**config.mk**
```make
export PLATFORM = sky130hd
export DESIGN_NAME = rtc_seconds_calendar_convert
export DESIGN_NICKNAME = d
export VERILOG_FILES = /design/src/rtl/rscc_pkg.sv /design/src/rtl/rscc_ctrl.sv /design/src/rtl/rscc_cal2cnt.sv /design/src/rtl/rscc_cnt2cal.sv /design/src/rtl/rtc_seconds_calendar_convert.sv
export SDC_FILE = /design/constraint.sdc
export NUM_CORES = 2
export LEC_CHECK = 0
export BUFFER_PORTS_ARGS = -buffer_cell sky130_fd_sc_hd__clkbuf_2
export CELL_PAD_IN_SITES_DETAIL_PLACEMENT = 2
export CELL_PAD_IN_SITES_GLOBAL_PLACEMENT = 2
export CORE_ASPECT_RATIO = 1.75
export CORE_UTILIZATION = 48
export DETAILED_ROUTE_END_ITERATION = 12
export PLACE_DENSITY = 0.94
export SYNTH_ARGS = -nofsm -noshare
export SYNTH_HDL_FRONTEND = slang
export SYNTH_SLANG_ARGS = --single-unit
```
**constraint.sdc**
```tcl
create_clock -name aclk -period 16.16 [get_ports aclk]
set_clock_uncertainty 0.2 [all_clocks]
set_input_delay 0.808 -clock aclk [delete_from_list [all_inputs] [get_ports aclk]]
set_output_delay 0.808 -clock aclk [all_outputs]
set_load 0.02 [all_outputs]
```
**src/rtl/rscc_pkg.sv**
```systemverilog
// Shared constants, types and calendar tables for the seconds/calendar converter.
// No dependencies; imported by every module in rtl/.
package rscc_pkg;

    // Pipeline depth: registered stages from input to output
    localparam int NST = 6;

    localparam logic [31:0] SEC_PER_DAY    = 32'd86400;
    localparam logic [16:0] SEC_PER_HOUR   = 17'd3600;
    localparam logic [16:0] SEC_PER_MIN    = 17'd60;
    localparam logic [16:0] DAYS_PER_CYCLE = 17'd1461;  // four-year cycle
    localparam logic [16:0] EPOCH_WDAY     = 17'd6;     // 2000-01-01 was a Saturday
    localparam logic [3:0]  LAST_MONTH_IDX = 4'd11;
    localparam logic [3:0]  MONTHS         = 4'd12;

    // Exact reciprocals: q = (x * RECIP) >> SHIFT for the full input range
    localparam logic [25:0] RECIP_DAY  = 26'd50903317; // (cnt >> 7) / 675
    localparam logic [16:0] RECIP_CYC  = 17'd91868;    // days / 1461
    localparam logic [17:0] RECIP_WK   = 18'd149797;   // days / 7
    localparam logic [13:0] RECIP_HR   = 14'd9321;     // (tod >> 4) / 225
    localparam logic [10:0] RECIP_MIN  = 11'd1093;     // (rem >> 2) / 15

    typedef struct packed {
        logic [NST-1:0] load;       // per-stage register enable
        logic           out_valid;  // last stage holds an item
        logic           out_mode;   // direction of that item
    } pipe_ctrl_t;

    // Day offset of a year within the four-year cycle (first year is leap)
    function automatic logic [10:0] year_start(input logic [1:0] phase);
        logic [10:0] d;
        case (phase)
            2'd0:    d = 11'd0;
            2'd1:    d = 11'd366;
            2'd2:    d = 11'd731;
            2'd3:    d = 11'd1096;
            default: d = 11'd0;
        endcase
        return d;
    endfunction

    // Day offset of month index 0..11 within its year
    function automatic logic [8:0] month_start(input logic leap, input logic [3:0] idx);
        logic [8:0] d;
        case (idx)
            4'd0:    d = 9'd0;
            4'd1:    d = 9'd31;
            4'd2:    d = 9'd59;
            4'd3:    d = 9'd90;
            4'd4:    d = 9'd120;
            4'd5:    d = 9'd151;
            4'd6:    d = 9'd181;
            4'd7:    d = 9'd212;
            4'd8:    d = 9'd243;
            4'd9:    d = 9'd273;
            4'd10:   d = 9'd304;
            4'd11:   d = 9'd334;
            default: d = 9'd0;
        endcase
        if (leap && (idx >= 4'd2)) begin
            d = d + 9'd1;
        end
        return d;
    endfunction

endpackage

```
**src/rtl/rscc_ctrl.sv**
```systemverilog
// Valid/ready bookkeeping for the converter pipeline: per-stage valid and mode bits.
// Depends on rscc_pkg (NST, pipe_ctrl_t).
module rscc_ctrl import rscc_pkg::*; (
    input  logic       aclk,
    input  logic       aresetn,
    input  logic       in_valid,
    input  logic       in_mode,
    output logic       in_ready,
    input  logic       out_ready,
    output pipe_ctrl_t ctrl
);

    logic [NST-1:0] valid_reg, valid_next;
    logic [NST-1:0] mode_reg,  mode_next;
    logic [NST-1:0] rdy;

    // A stage takes new contents when it is empty or its contents move on
    always_comb begin
        rdy[NST-1] = !valid_reg[NST-1] || out_ready;
        for (int i = NST-2; i >= 0; i--) begin
            rdy[i] = !valid_reg[i] || rdy[i+1];
        end
    end

    always_comb begin
        valid_next = valid_reg;
        mode_next  = mode_reg;
        if (rdy[0]) begin
            valid_next[0] = in_valid;
            mode_next[0]  = in_mode;
        end
        for (int i = 1; i < NST; i++) begin
            if (rdy[i]) begin
                valid_next[i] = valid_reg[i-1];
                mode_next[i]  = mode_reg[i-1];
            end
        end
    end

    always_ff @(posedge aclk) begin
        if (!aresetn) begin
            valid_reg <= '0;
        end else begin
            valid_reg <= valid_next;
        end
        mode_reg <= mode_next;
    end

    assign in_ready       = rdy[0];
    assign ctrl.load      = rdy;
    assign ctrl.out_valid = valid_reg[NST-1];
    assign ctrl.out_mode  = mode_reg[NST-1];

endmodule

```
**src/rtl/rscc_cal2cnt.sv**
```systemverilog
// Calendar-to-seconds datapath: day count and time of day, then one scaled add,
// then a delay line to match the pipeline depth. Depends on rscc_pkg.
module rscc_cal2cnt import rscc_pkg::*; (
    input  logic           aclk,
    input  logic [NST-1:0] load,
    input  logic [7:0]     year_in,
    input  logic [3:0]     month_in,
    input  logic [4:0]     day_in,
    input  logic [4:0]     hour_in,
    input  logic [5:0]     minute_in,
    input  logic [5:0]     second_in,
    output logic [31:0]    count_out
);

    logic [17:0] days0_reg, days0_next;   // two's complement, -1 when day 0 at epoch
    logic [16:0] tod0_reg,  tod0_next;
    logic [3:0]  lim;
    logic [1:0]  phase;
    logic [31:0] days_sx;
    logic [31:0] cnt_line_reg [1:NST-1];
    logic [31:0] count1_next;

    // Stage 0: days since epoch and seconds into the day
    always_comb begin
        phase = year_in[1:0];
        if (month_in == 4'd0) begin
            lim = 4'd0;
        end else if (month_in > MONTHS) begin
            lim = LAST_MONTH_IDX;
        end else begin
            lim = month_in - 4'd1;
        end
        days0_next = 18'(17'(year_in[7:2]) * DAYS_PER_CYCLE)
                   + 18'(year_start(phase))
                   + 18'(month_start(phase == 2'd0, lim))
                   + 18'(day_in) - 18'd1;
        tod0_next  = 17'(hour_in) * SEC_PER_HOUR
                   + 17'(minute_in) * SEC_PER_MIN
                   + 17'(second_in);
    end

    // Stage 1: scale days to seconds, wrap to 32 bits
    always_comb begin
        days_sx     = {{14{days0_reg[17]}}, days0_reg};
        count1_next = days_sx * SEC_PER_DAY + 32'(tod0_reg);
    end

    always_ff @(posedge aclk) begin
        if (load[0]) begin
            days0_reg <= days0_next;
            tod0_reg  <= tod0_next;
        end
        if (load[1]) begin
            cnt_line_reg[1] <= count1_next;
        end
        for (int i = 2; i < NST; i++) begin
            if (load[i]) begin
                cnt_line_reg[i] <= cnt_line_reg[i-1];
            end
        end
    end

    assign count_out = cnt_line_reg[NST-1];

endmodule

```
**src/rtl/rscc_cnt2cal.sv**
```systemverilog
// Seconds-to-calendar datapath: six stages of reciprocal divides, remainders,
// year and month searches. Depends on rscc_pkg.
module rscc_cnt2cal import rscc_pkg::*; (
    input  logic           aclk,
    input  logic [NST-1:0] load,
    input  logic [31:0]    count_in,
    output logic [7:0]     year_out,
    output logic [3:0]     month_out,
    output logic [4:0]     day_out,
    output logic [4:0]     hour_out,
    output logic [5:0]     minute_out,
    output logic [5:0]     second_out,
    output logic [2:0]     weekday_out
);

    // stage 0
    logic [31:0] cnt0_reg, cnt0_next;
    logic [15:0] day0_reg, day0_next;
    logic [50:0] prod0;
    // stage 1
    logic [15:0] day1_reg;
    logic [16:0] tod1_reg, tod1_next;
    logic [31:0] tod1_full;
    // stage 2
    logic [15:0] day2_reg;
    logic [5:0]  q4_2_reg, q4_2_next;
    logic [16:0] wdarg2_reg, wdarg2_next;
    logic [12:0] qw2_reg, qw2_next;
    logic [4:0]  hour2_reg, hour2_next;
    logic [16:0] tod2_reg;
    logic [32:0] pc2;
    logic [34:0] pw2;
    logic [26:0] ph2;
    // stage 3
    logic [5:0]  q4_3_reg;
    logic [10:0] rem3_reg, rem3_next;
    logic [2:0]  wd3_reg, wd3_next;
    logic [4:0]  hour3_reg;
    logic [11:0] remh3_reg, remh3_next;
    logic [15:0] rem3_full;
    logic [16:0] wd3_full, remh3_full;
    // stage 4
    logic [7:0]  year4_reg, year4_next;
    logic [8:0]  remy4_reg, remy4_next;
    logic        leap4_reg, leap4_next;
    logic [2:0]  wd4_reg;
    logic [4:0]  hour4_reg;
    logic [5:0]  min4_reg, min4_next;
    logic [11:0] remh4_reg;
    logic [1:0]  y4;
    logic [10:0] remy4_full;
    logic [20:0] pm4;
    // stage 5
    logic [3:0]  month5_next;
    logic [4:0]  day5_next;
    logic [5:0]  sec5_next;
    logic [3:0]  midx;
    logic [8:0]  day5_full;
    logic [11:0] sec5_full;
    logic [7:0]  year5_reg;
    logic [3:0]  month5_reg;
    logic [4:0]  day5_reg, hour5_reg;
    logic [5:0]  min5_reg, sec5_reg;
    logic [2:0]  wd5_reg;

    // Stage 0: whole days = (cnt >> 7) / 675
    always_comb begin
        cnt0_next = count_in;
        prod0     = 51'(count_in[31:7]) * 51'(RECIP_DAY);
        day0_next = prod0[50:35];
    end

    // Stage 1: seconds into the day
    always_comb begin
        tod1_full = cnt0_reg - 32'(day0_reg) * SEC_PER_DAY;
        tod1_next = tod1_full[16:0];
    end

    // Stage 2: quotients by 1461, 7 and 3600
    always_comb begin
        pc2         = 33'(day1_reg) * 33'(RECIP_CYC);
        q4_2_next   = pc2[32:27];
        wdarg2_next = 17'(day1_reg) + EPOCH_WDAY;
        pw2         = 35'(wdarg2_next) * 35'(RECIP_WK);
        qw2_next    = pw2[32:20];
        ph2         = 27'(tod1_reg[16:4]) * 27'(RECIP_HR);
        hour2_next  = ph2[25:21];
    end

    // Stage 3: remainders
    always_comb begin
        rem3_full  = day2_reg - 16'(q4_2_reg) * 16'(DAYS_PER_CYCLE);
        rem3_next  = rem3_full[10:0];
        wd3_full   = wdarg2_reg - 17'(qw2_reg) * 17'd7;
        wd3_next   = wd3_full[2:0];
        remh3_full = tod2_reg - 17'(hour2_reg) * SEC_PER_HOUR;
        remh3_next = remh3_full[11:0];
    end

    // Stage 4: year within the cycle, minutes
    always_comb begin
        if (rem3_reg >= 11'd1096) begin
            y4 = 2'd3;
        end else if (rem3_reg >= 11'd731) begin
            y4 = 2'd2;
        end else if (rem3_reg >= 11'd366) begin
            y4 = 2'd1;
        end else begin
            y4 = 2'd0;
        end
        remy4_full = rem3_reg - year_start(y4);
        remy4_next = remy4_full[8:0];
        leap4_next = (y4 == 2'd0);
        year4_next = {q4_3_reg, y4};
        pm4        = 21'(remh3_reg[11:2]) * 21'(RECIP_MIN);
        min4_next  = pm4[19:14];
    end

    // Stage 5: month search over the month starts, day and second
    always_comb begin
        midx = 4'd0;
        for (int k = 1; k <= 11; k++) begin
            midx = midx + 4'(month_start(leap4_reg, 4'(k)) <= remy4_reg);
        end
        month5_next = midx + 4'd1;
        day5_full   = remy4_reg - month_start(leap4_reg, midx) + 9'd1;
        day5_next   = day5_full[4:0];
        sec5_full   = remh4_reg - 12'(min4_reg) * 12'(SEC_PER_MIN);
        sec5_next   = sec5_full[5:0];
    end

    always_ff @(posedge aclk) begin
        if (load[0]) begin
            cnt0_reg <= cnt0_next;
            day0_reg <= day0_next;
        end
        if (load[1]) begin
            day1_reg <= day0_reg;
            tod1_reg <= tod1_next;
        end
        if (load[2]) begin
            day2_reg   <= day1_reg;
            q4_2_reg   <= q4_2_next;
            wdarg2_reg <= wdarg2_next;
            qw2_reg    <= qw2_next;
            hour2_reg  <= hour2_next;
            tod2_reg   <= tod1_reg;
        end
        if (load[3]) begin
            q4_3_reg  <= q4_2_reg;
            rem3_reg  <= rem3_next;
            wd3_reg   <= wd3_next;
            hour3_reg <= hour2_reg;
            remh3_reg <= remh3_next;
        end
        if (load[4]) begin
            year4_reg <= year4_next;
            remy4_reg <= remy4_next;
            leap4_reg <= leap4_next;
            wd4_reg   <= wd3_reg;
            hour4_reg <= hour3_reg;
            min4_reg  <= min4_next;
            remh4_reg <= remh3_reg;
        end
        if (load[5]) begin
            year5_reg  <= year4_reg;
            month5_reg <= month5_next;
            day5_reg   <= day5_next;
            hour5_reg  <= hour4_reg;
            min5_reg   <= min4_reg;
            sec5_reg   <= sec5_next;
            wd5_reg    <= wd4_reg;
        end
    end

    assign year_out    = year5_reg;
    assign month_out   = month5_reg;
    assign day_out     = day5_reg;
    assign hour_out    = hour5_reg;
    assign minute_out  = min5_reg;
    assign second_out  = sec5_reg;
    assign weekday_out = wd5_reg;

endmodule

```
**src/rtl/rtc_seconds_calendar_convert.sv**
```systemverilog
// Seconds count <-> calendar converter, epoch 2000-01-01 00:00:00, 1461-day cycles.
// Each item passes through six registered stages before its result is offered.
// Throughput: one item per cycle unless stalled; the per-stage multiply sets stage depth.
// Stalls collapse bubbles: a stage loads whenever it is empty or draining.
// Reset (aresetn low, synchronous) empties the pipeline; datapath registers keep contents.
// Depends on rscc_pkg, rscc_ctrl, rscc_cal2cnt, rscc_cnt2cal.
module rtc_seconds_calendar_convert import rscc_pkg::*; (
    input  logic        aclk,
    input  logic        aresetn,
    // input items
    input  logic        s_axis_tvalid,
    output logic        s_axis_tready,
    // [31:0] count_in, [39:32] year_in, [43:40] month_in, [48:44] day_in,
    // [53:49] hour_in, [59:54] minute_in, [65:60] second_in, [71:66] zero
    input  logic [71:0] s_axis_tdata,
    input  logic        s_axis_tuser,   // [0] mode: 0 calendar->seconds, 1 seconds->calendar
    // result items
    output logic        m_axis_tvalid,
    input  logic        m_axis_tready,
    // [31:0] count_out, [39:32] year_out, [43:40] month_out, [48:44] day_out,
    // [53:49] hour_out, [59:54] minute_out, [65:60] second_out,
    // [68:66] weekday_out, [71:69] zero
    output logic [71:0] m_axis_tdata
);

    pipe_ctrl_t  ctrl;

    logic [31:0] c2s_count;
    logic [7:0]  s2c_year;
    logic [3:0]  s2c_month;
    logic [4:0]  s2c_day, s2c_hour;
    logic [5:0]  s2c_minute, s2c_second;
    logic [2:0]  s2c_wday;

    // Handshake and stage enables; mode travels with each item's valid bit
    rscc_ctrl u_ctrl (
        .aclk      (aclk),
        .aresetn   (aresetn),
        .in_valid  (s_axis_tvalid),
        .in_mode   (s_axis_tuser),
        .in_ready  (s_axis_tready),
        .out_ready (m_axis_tready),
        .ctrl      (ctrl)
    );

    // Both directions are computed for every item; the output picks one
    rscc_cal2cnt u_cal2cnt (
        .aclk      (aclk),
        .load      (ctrl.load),
        .year_in   (s_axis_tdata[39:32]),
        .month_in  (s_axis_tdata[43:40]),
        .day_in    (s_axis_tdata[48:44]),
        .hour_in   (s_axis_tdata[53:49]),
        .minute_in (s_axis_tdata[59:54]),
        .second_in (s_axis_tdata[65:60]),
        .count_out (c2s_count)
    );

    rscc_cnt2cal u_cnt2cal (
        .aclk        (aclk),
        .load        (ctrl.load),
        .count_in    (s_axis_tdata[31:0]),
        .year_out    (s2c_year),
        .month_out   (s2c_month),
        .day_out     (s2c_day),
        .hour_out    (s2c_hour),
        .minute_out  (s2c_minute),
        .second_out  (s2c_second),
        .weekday_out (s2c_wday)
    );

    assign m_axis_tvalid = ctrl.out_valid;

    // Fields of the unused direction read as zero
    always_comb begin
        if (ctrl.out_mode) begin
            m_axis_tdata = {3'b000, s2c_wday, s2c_second, s2c_minute, s2c_hour,
                            s2c_day, s2c_month, s2c_year, 32'd0};
        end else begin
            m_axis_tdata = {40'd0, c2s_count};
        end
    end

`ifndef NO_ASSERTIONS
    // Pipeline is empty the cycle after reset
    a_reset_empty: assert property (@(posedge aclk)
        !aresetn |=> !m_axis_tvalid)
        else $error("result valid right after reset");

    // Decoded calendar fields stay within their ranges
    a_date_range: assert property (@(posedge aclk) disable iff (!aresetn)
        (m_axis_tvalid && ctrl.out_mode) |->
            (s2c_month >= 4'd1 && s2c_month <= 4'd12 &&
             s2c_day >= 5'd1 && s2c_day <= 5'd31 && s2c_wday <= 3'd6))
        else $error("date field out of range");

    a_time_range: assert property (@(posedge aclk) disable iff (!aresetn)
        (m_axis_tvalid && ctrl.out_mode) |->
            (s2c_hour <= 5'd23 && s2c_minute <= 6'd59 && s2c_second <= 6'd59))
        else $error("time of day field out of range");
`endif

endmodule
```
After elaboration in Yosys (flattened, before gate mapping)
Memory sizes are Yosys's and may differ from the RTL's.
Index checks and enable logic that the tools add are counted.
{ "word_totals": {"input_bits": 77, "word_cells": 160, "rom_bits": 288, "ff_bits": 275, "latchBits": 0, "ramBits": 160, "mem_count": 3, "output_inout_bits": 74} }
{ "mem_list": {"columns": ["memory", "depth", "word_bits", "rd", "rd_clocked_by_memory_dff", "write_ports", "line_no", "text"], "rows": [
  ["u_cal2cnt.cnt_line_reg", 5, 32, 5, 0, 5, "rscc_cal2cnt.sv:20", "logic [31:0] cnt_line_reg [1:NST-1];"],
  ["(no name shown)", 16, 9, 1, 0, 0, "rscc_pkg.sv:45", "case (idx)"],
  ["(no name shown)", 16, 9, 1, 0, 0, "rscc_pkg.sv:45", null]
]} }
{ "op_classes": {"magnitude_cmp": 17, "n_mul": 14, "bitwise_logic": 0, "add_sub_neg": 30, "n_eq_ne": 6, "mux": 30, "n_shift": 0, "n_reduce_logical": 17, "div": 0} }
{ "op_table": {"columns": ["operator", "n"], "rows": [
  ["69-bit 2-to-1 mux", 1],
  ["25-bit by 26-bit multiplier with 51-bit output (second input constant)", 1],
  ["11-bit one-hot mux with 4 select lines", 1],
  ["4-bit by 1-bit adder with 4-bit output", 9],
  ["8-bit by 9-bit <= comparator with 1-bit output", 4],
  ["9-bit one-hot mux with 4 select lines", 1],
  ["17-bit by 18-bit multiplier with 33-bit output (second input constant)", 1],
  ["32-bit by 17-bit adder with 32-bit output", 1],
  ["32-bit by 10-bit multiplier with 25-bit output (second input constant)", 1],
  ["16-bit by 15-bit multiplier with 31-bit output (second input constant)", 1],
  ["9-bit <= comparator", 3],
  ["13-bit by 14-bit multiplier with 26-bit output (second input constant)", 1],
  ["10-bit by 11-bit multiplier with 20-bit output (second input constant)", 1],
  ["17-bit by 11-bit adder with 18-bit output", 1],
  ["18-bit by 5-bit adder with 18-bit output", 1],
  ["18-bit by 9-bit adder with 18-bit output", 1],
  ["7-bit by 9-bit <= comparator with 1-bit output", 2],
  ["18-bit by 1-bit subtractor with 18-bit output (second input constant)", 1],
  ["16-bit by 3-bit adder with 17-bit output (second input constant)", 1],
  ["17-bit by 12-bit adder with 17-bit output", 1],
  ["17-bit by 6-bit adder with 17-bit output", 1],
  ["6-bit by 11-bit multiplier with 17-bit output (second input constant)", 1],
  ["17-bit subtractor", 1],
  ["16-bit by 10-bit multiplier with 10-bit output (second input constant)", 1],
  ["other kinds (37)", 76]
]} }

Logic depth before layout (Yosys ltp)
{ "depth": {"ltp_word": 17, "mapped_depth": 34} }

Hierarchy
From an unflattened synthesis, not the netlist that was laid out.
{ "unflattened": {"cells_unflattened": 3934, "area_unflattened_um2": 45219.6} }
{ "modules_own_cells": {"columns": ["mod", "seq_area_each_um2", "area_per_inst_um2", "cells_per_inst", "n_inst"], "rows": [
  ["rscc_cnt2cal", 6516.2, 29844.9, 2633, 1],
  ["rscc_cal2cnt", 5855.6, 14413.8, 1184, 1],
  ["rtc_seconds_calendar_convert", 0.0, 506.7, 80, 1],
  ["rscc_ctrl", 300.3, 454.2, 37, 1]
]} }

Worst setup path before layout
No wires, ideal clock.
{ "synth_timing": {"kind": "input port to flip-flop", "startpoint": "in s_axis_tdata[40]", "endpoint": "reg u_cal2cnt.days0_reg[15] (data pin)", "t_arrival_ns": 7.864, "slack_ns": 7.938, "required_time_ns": 15.802, "setup_ns": 0.158, "path_buffers": 0, "cell_stages": 32, "cell_sequence": "inv_1 ha_1 inv_1 nor2_1 nor2_1 o21ai_0 inv_1 ha_1 mux2i_1 ha_1 o311ai_0 nor3b_1 xor2_1 fa_1 inv_1 fa_1 fa_1 inv_1 fa_1 inv_1 fa_1 inv_1 ha_1 o21ai_1 a21boi_0 o21ai_1 a21boi_1 o21ai_0 a21oi_1 o41ai_1 or4b_1 o211ai_1"} }
{ "synth_between": {"elab_chain_len": 9, "elab_cells_between_ends": 13} }
{ "synth_lines": {"columns": ["element", "line_no", "text"], "rows": [
  ["from (decl)", "rtc_seconds_calendar_convert.sv:15", "input logic [71:0] s_axis_tdata,"],
  ["4-bit by 1-bit subtractor with 4-bit output / 4-bit > comparator (equally long branches)", "rscc_cal2cnt.sv:31, rscc_cal2cnt.sv:28", null],
  ["4-bit 2-to-1 mux", "rscc_cal2cnt.sv:28", "end else if (month_in > MONTHS) begin"],
  ["4-bit 2-to-1 mux *", "rscc_cal2cnt.sv:26", "if (month_in == 4'd0) begin"],
  ["memory read 16 x 9 bit / 4-bit by 2-bit >= comparator with 1-bit output (equally long branches)", null, null],
  ["9-bit by 1-bit adder with 9-bit output / 1-bit logical AND (equally long branches)", "rscc_pkg.sv:61, rscc_pkg.sv:60", null],
  ["9-bit 2-to-1 mux *", "rscc_pkg.sv:60", "if (leap && (idx >= 4'd2)) begin"],
  ["18-bit by 9-bit adder with 18-bit output *", "rscc_cal2cnt.sv:35", "+ 18'(month_start(phase == 2'd0, lim))"],
  ["18-bit by 5-bit adder with 18-bit output *", "rscc_cal2cnt.sv:36", "+ 18'(day_in) - 18'd1;"],
  ["18-bit by 1-bit subtractor with 18-bit output *", "rscc_cal2cnt.sv:36", null],
  ["net u_cal2cnt.days0_next[15]", "rscc_cal2cnt.sv:15", "logic [17:0] days0_reg, days0_next;"],
  ["to (signal assigned)", "rscc_cal2cnt.sv:50", "days0_reg <= days0_next;"],
  ["to (decl)", "rscc_cal2cnt.sv:15", null]
]} }
Mark *: on every way through the listed nets, which the timed path passes. The rest lies on a longest branch.
A chain may end at the register's enable or synchronous reset.

Worst setup path in the final report
Ends and elaborated chain as after synthesis.

==> metrics.md <==
| Metric | Value |
|---|---|
| Die width | `232 um` |
| Register area | `12,700 um2` |
| First-pass GRT wire length | `243,000 um` |
| Fmax | `0.104 GHz` |
| Detailed placement HPWL | `122,000 um` |
| Max-slew violation count | `0` |
| Final hold vios | `0` |
| Post-synth top area cell | `edfxtp_1` |
| Total negative slack | `0 ns` |
| Clock latency at the later pin of the worst-skew pair | `0.59 ns` |
| # setup viols final | `0` |
| Synth cell types | `76` |
| Slew margin rel. | `12.7%` |
| Clock buffers created by TritonCTS | `40` |
| Ports | `151` |
| Final GP Congestion | `0.880` |
| GRT Total Usage | `35.5%` |
| Max-cap viol count | `0` |
| Vias | `30,500` |
| Register bit total from synthesis | `424` |
| Clock sinks | `424` |
| Slowest-stage cell, CP | `o41ai_1` |
| Flop-to-flop setup slack | `7.39 ns` |
| Final WL | `163,000 um` |
| Top-count cell post-synth | `inv_1` |
| CTS tree | `built` |
| Final setup margin | `6.56 ns` |
| Area used by multi-input combinational logic | `28,100 um2` |
| Pre-CTS WS | `6.15 ns` |
| DRC | `0` |
| Starting Density | `48.4%` |
| Vias/cell | `5.82` |
| Post-synth EDFFs | `418` |
| Antenna Cells | `0` |
| Final Cycle Share | `59.4%` |
| Status | `complete, no violations` |
| WP data arrival | `9.76 ns` |
| Largest fanout on the critical path | `5` |
| RSZ-0062 raised after global routing | `no` |
| Via count of the first global-routing pass | `38,300` |
| CTS Hold Buffers Added | `0` |
| Clk slew on worst S/H paths | `0.06 ns` |
| M1 GR Usage | `31.8%` |
| DR WL/cell | `31.0 um` |
| Root Buffer | `clkbuf_16` |
| Mapped cell area | `44,400 um2` |
| Kind of cell adding the most delay to the critical path | `adder cells` |
| CP most frequent cell | `inv_1` |
| CP required | `16.32 ns` |
| Tmin final | `9.60 ns` |
| Top_reg_cell synth | `edfxtp_1` |
| HP Class | `input pin to flip-flop` |
| Die Y | `405 um` |
| CP peak stage delay | `1.05 ns` |
| Post-CTS Resized | `0` |
| Slew of the pin with the lowest slew margin | `1.29 ns` |
| Iter 0 DRT Violations | `1,260` |
| DRT antenna net count | `0` |
| GRT met3 Usage | `4.19%` |
| Asr flop ratio synth | `0%` |
| Crit Path Class | `input pin to flip-flop` |
| Syn Area/Cell | `11.5 um2` |
| Fillers | `8,997` |
| Total gr overflow | `0` |
| Post-synthesis sequential area ratio | `28.5%` |
| CP Launch Type | `input pin` |
| Layout cells sized above 1 | `5.65%` |
| Synth top area cells | `edfxtp_1 (28%), ha_1 (26%), fa_1 (22%), inv_1 (8.2%), xnor2_1 (3.4%)` |
| # Post-CTS Setup Buffers | `0` |
| Synth cell count leaders | `inv_1 (971), ha_1 (909), fa_1 (497)` |
| Share of the synthesized area in the top cell type | `28.2%` |
| Antenna violations before repair | `1` |
| Maximum root-to-sink buffer count | `3` |
| IO buf count | `141` |
| Pre-Repair DR Iteration Count | `5` |
| Largest register FFs | `160` |
| Synth warnings | `0` |
| GRT busiest layer | `met2` |
| Synthesized netlist cell count | `3,852` |
| Die Footprint | `93,900 um2` |
| CP endpoint kind | `flip-flop` |
| Largest net degree at the start of global routing | `73` |
| Core area | `91,800 um2` |
| H-Tree Depth | `2` |
| Final Net Count | `5,508` |
| Synthesis-to-finish area growth | `7.90%` |
| Row cnt | `147` |
| Met2 Resource Use GR | `70.3%` |
| CP bufs+invs | `8` |
## final timing paths
path,to,cells after the start,startpoint
setup / recovery,u_cal2cnt.days0_reg[15]$_DFFE_PP_,34,s_axis_tdata[40]
hold / removal,u_cnt2cal.cnt0_reg[6]$_DFFE_PP_,1,s_axis_tdata[6]
setup reg to reg,u_cnt2cal.day_out[4]$_DFFE_PP_,29,u_cnt2cal.remy4_reg[1]$_DFFE_PP_
hold reg to reg,u_cal2cnt.cnt_line_reg[0][70]$_DFFE_PP_,0,u_cal2cnt.cnt_line_reg[0][38]$_DFFE_PP_
## logic make-up (layout without fill, tap and decap cells)
logic type      after synthesis  after routing  share of synthesized area (%)
buf+inv                     991           1191                           8.40
flops                       424            424                           28.5
xor+xnor                    231            231                           4.57
simple gates                398            398                           4.69
mux                           6              6                          0.141
other cells                   1              3                        0.00844
compound gates              395            395                           5.70
fa+ha+maj                  1406           1406                           48.0
## layout make-up
cell class | count | area share (%)
Timing Repair Buffer | 149 | 1.60
Inverter | 971 | 7.60
Sequential cell | 424 | 26.4
Multi-Input combinational cell | 2439 | 58.5
Clock inverter | 22 | 0.543
Clock buffer | 49 | 2.18
Tap cell | 1192 | 3.11
## layout by cell type (no fill, tap or decap), drive strengths merged, types with 4 or more instances in the layout
cell type | synthesis | layout
or3 | 4 | 4
and2 | 42 | 42
nand3b | 5 | 5
xor2 | 56 | 56
o21bai | 26 | 26
and3 | 12 | 12
dfxtp | 6 | 6
buf | 4 | 8
o311ai | 5 | 5
bufinv | 0 | 5
a21boi | 14 | 14
a21oi | 118 | 118
inv | 971 | 974
nor2 | 86 | 86
nand3 | 24 | 24
nand2b | 20 | 20
clkinv | 0 | 12
mux2i | 4 | 4
o21a | 17 | 17
o22ai | 5 | 5
a21o | 60 | 60
edfxtp | 418 | 418
clkbuf | 16 | 190
nand4 | 20 | 20
o21ai | 79 | 79
nand2 | 75 | 75
nor4 | 6 | 6
xnor2 | 175 | 175
nor3 | 27 | 27
ha | 909 | 909
or2 | 6 | 6
a211oi | 12 | 12
nor2b | 60 | 60
o41ai | 5 | 5
fa | 497 | 497
a31oi | 12 | 12
o211ai | 9 | 9
## stage by stage
stage / instances / hold WS [ns] / instance area (um2) / utilization [%]
floorplan: 3854 / 0.200 / 44500 / -
global placement: 5175 / 0.201 / 46600 / 50.8
detailed placement: 5175 / 0.207 / 46600 / 50.8
CTS: 5246 / 0.188 / 48000 / 52.2
global route: 5246 / 0.198 / 48000 / 52.2
finish: 5246 / 0.205 / 48000 / 52.2
## layer usage
metal | up-vias | share of wire (%)
met3 | 767 | 3.2
li1 | 12900 | -
met2 | 1157 | 57
met5 | - | 0.0098
met1 | 15700 | 31
met4 | 2 | 8.9
## worst reg2reg max path, delay by kind of cell, from the launching register on
kind            cells  cell delay (ns)
fa+ha+maj          10             3.63
flops               1             0.60
mux                 1             0.29
buf+inv             5             0.60
simple gates        3             0.40
xor+xnor            4             1.08
compound gates      6             1.70
Power is not shown: default switching activity piles up to over one toggle a cycle in this logic, so the estimate is an artifact.
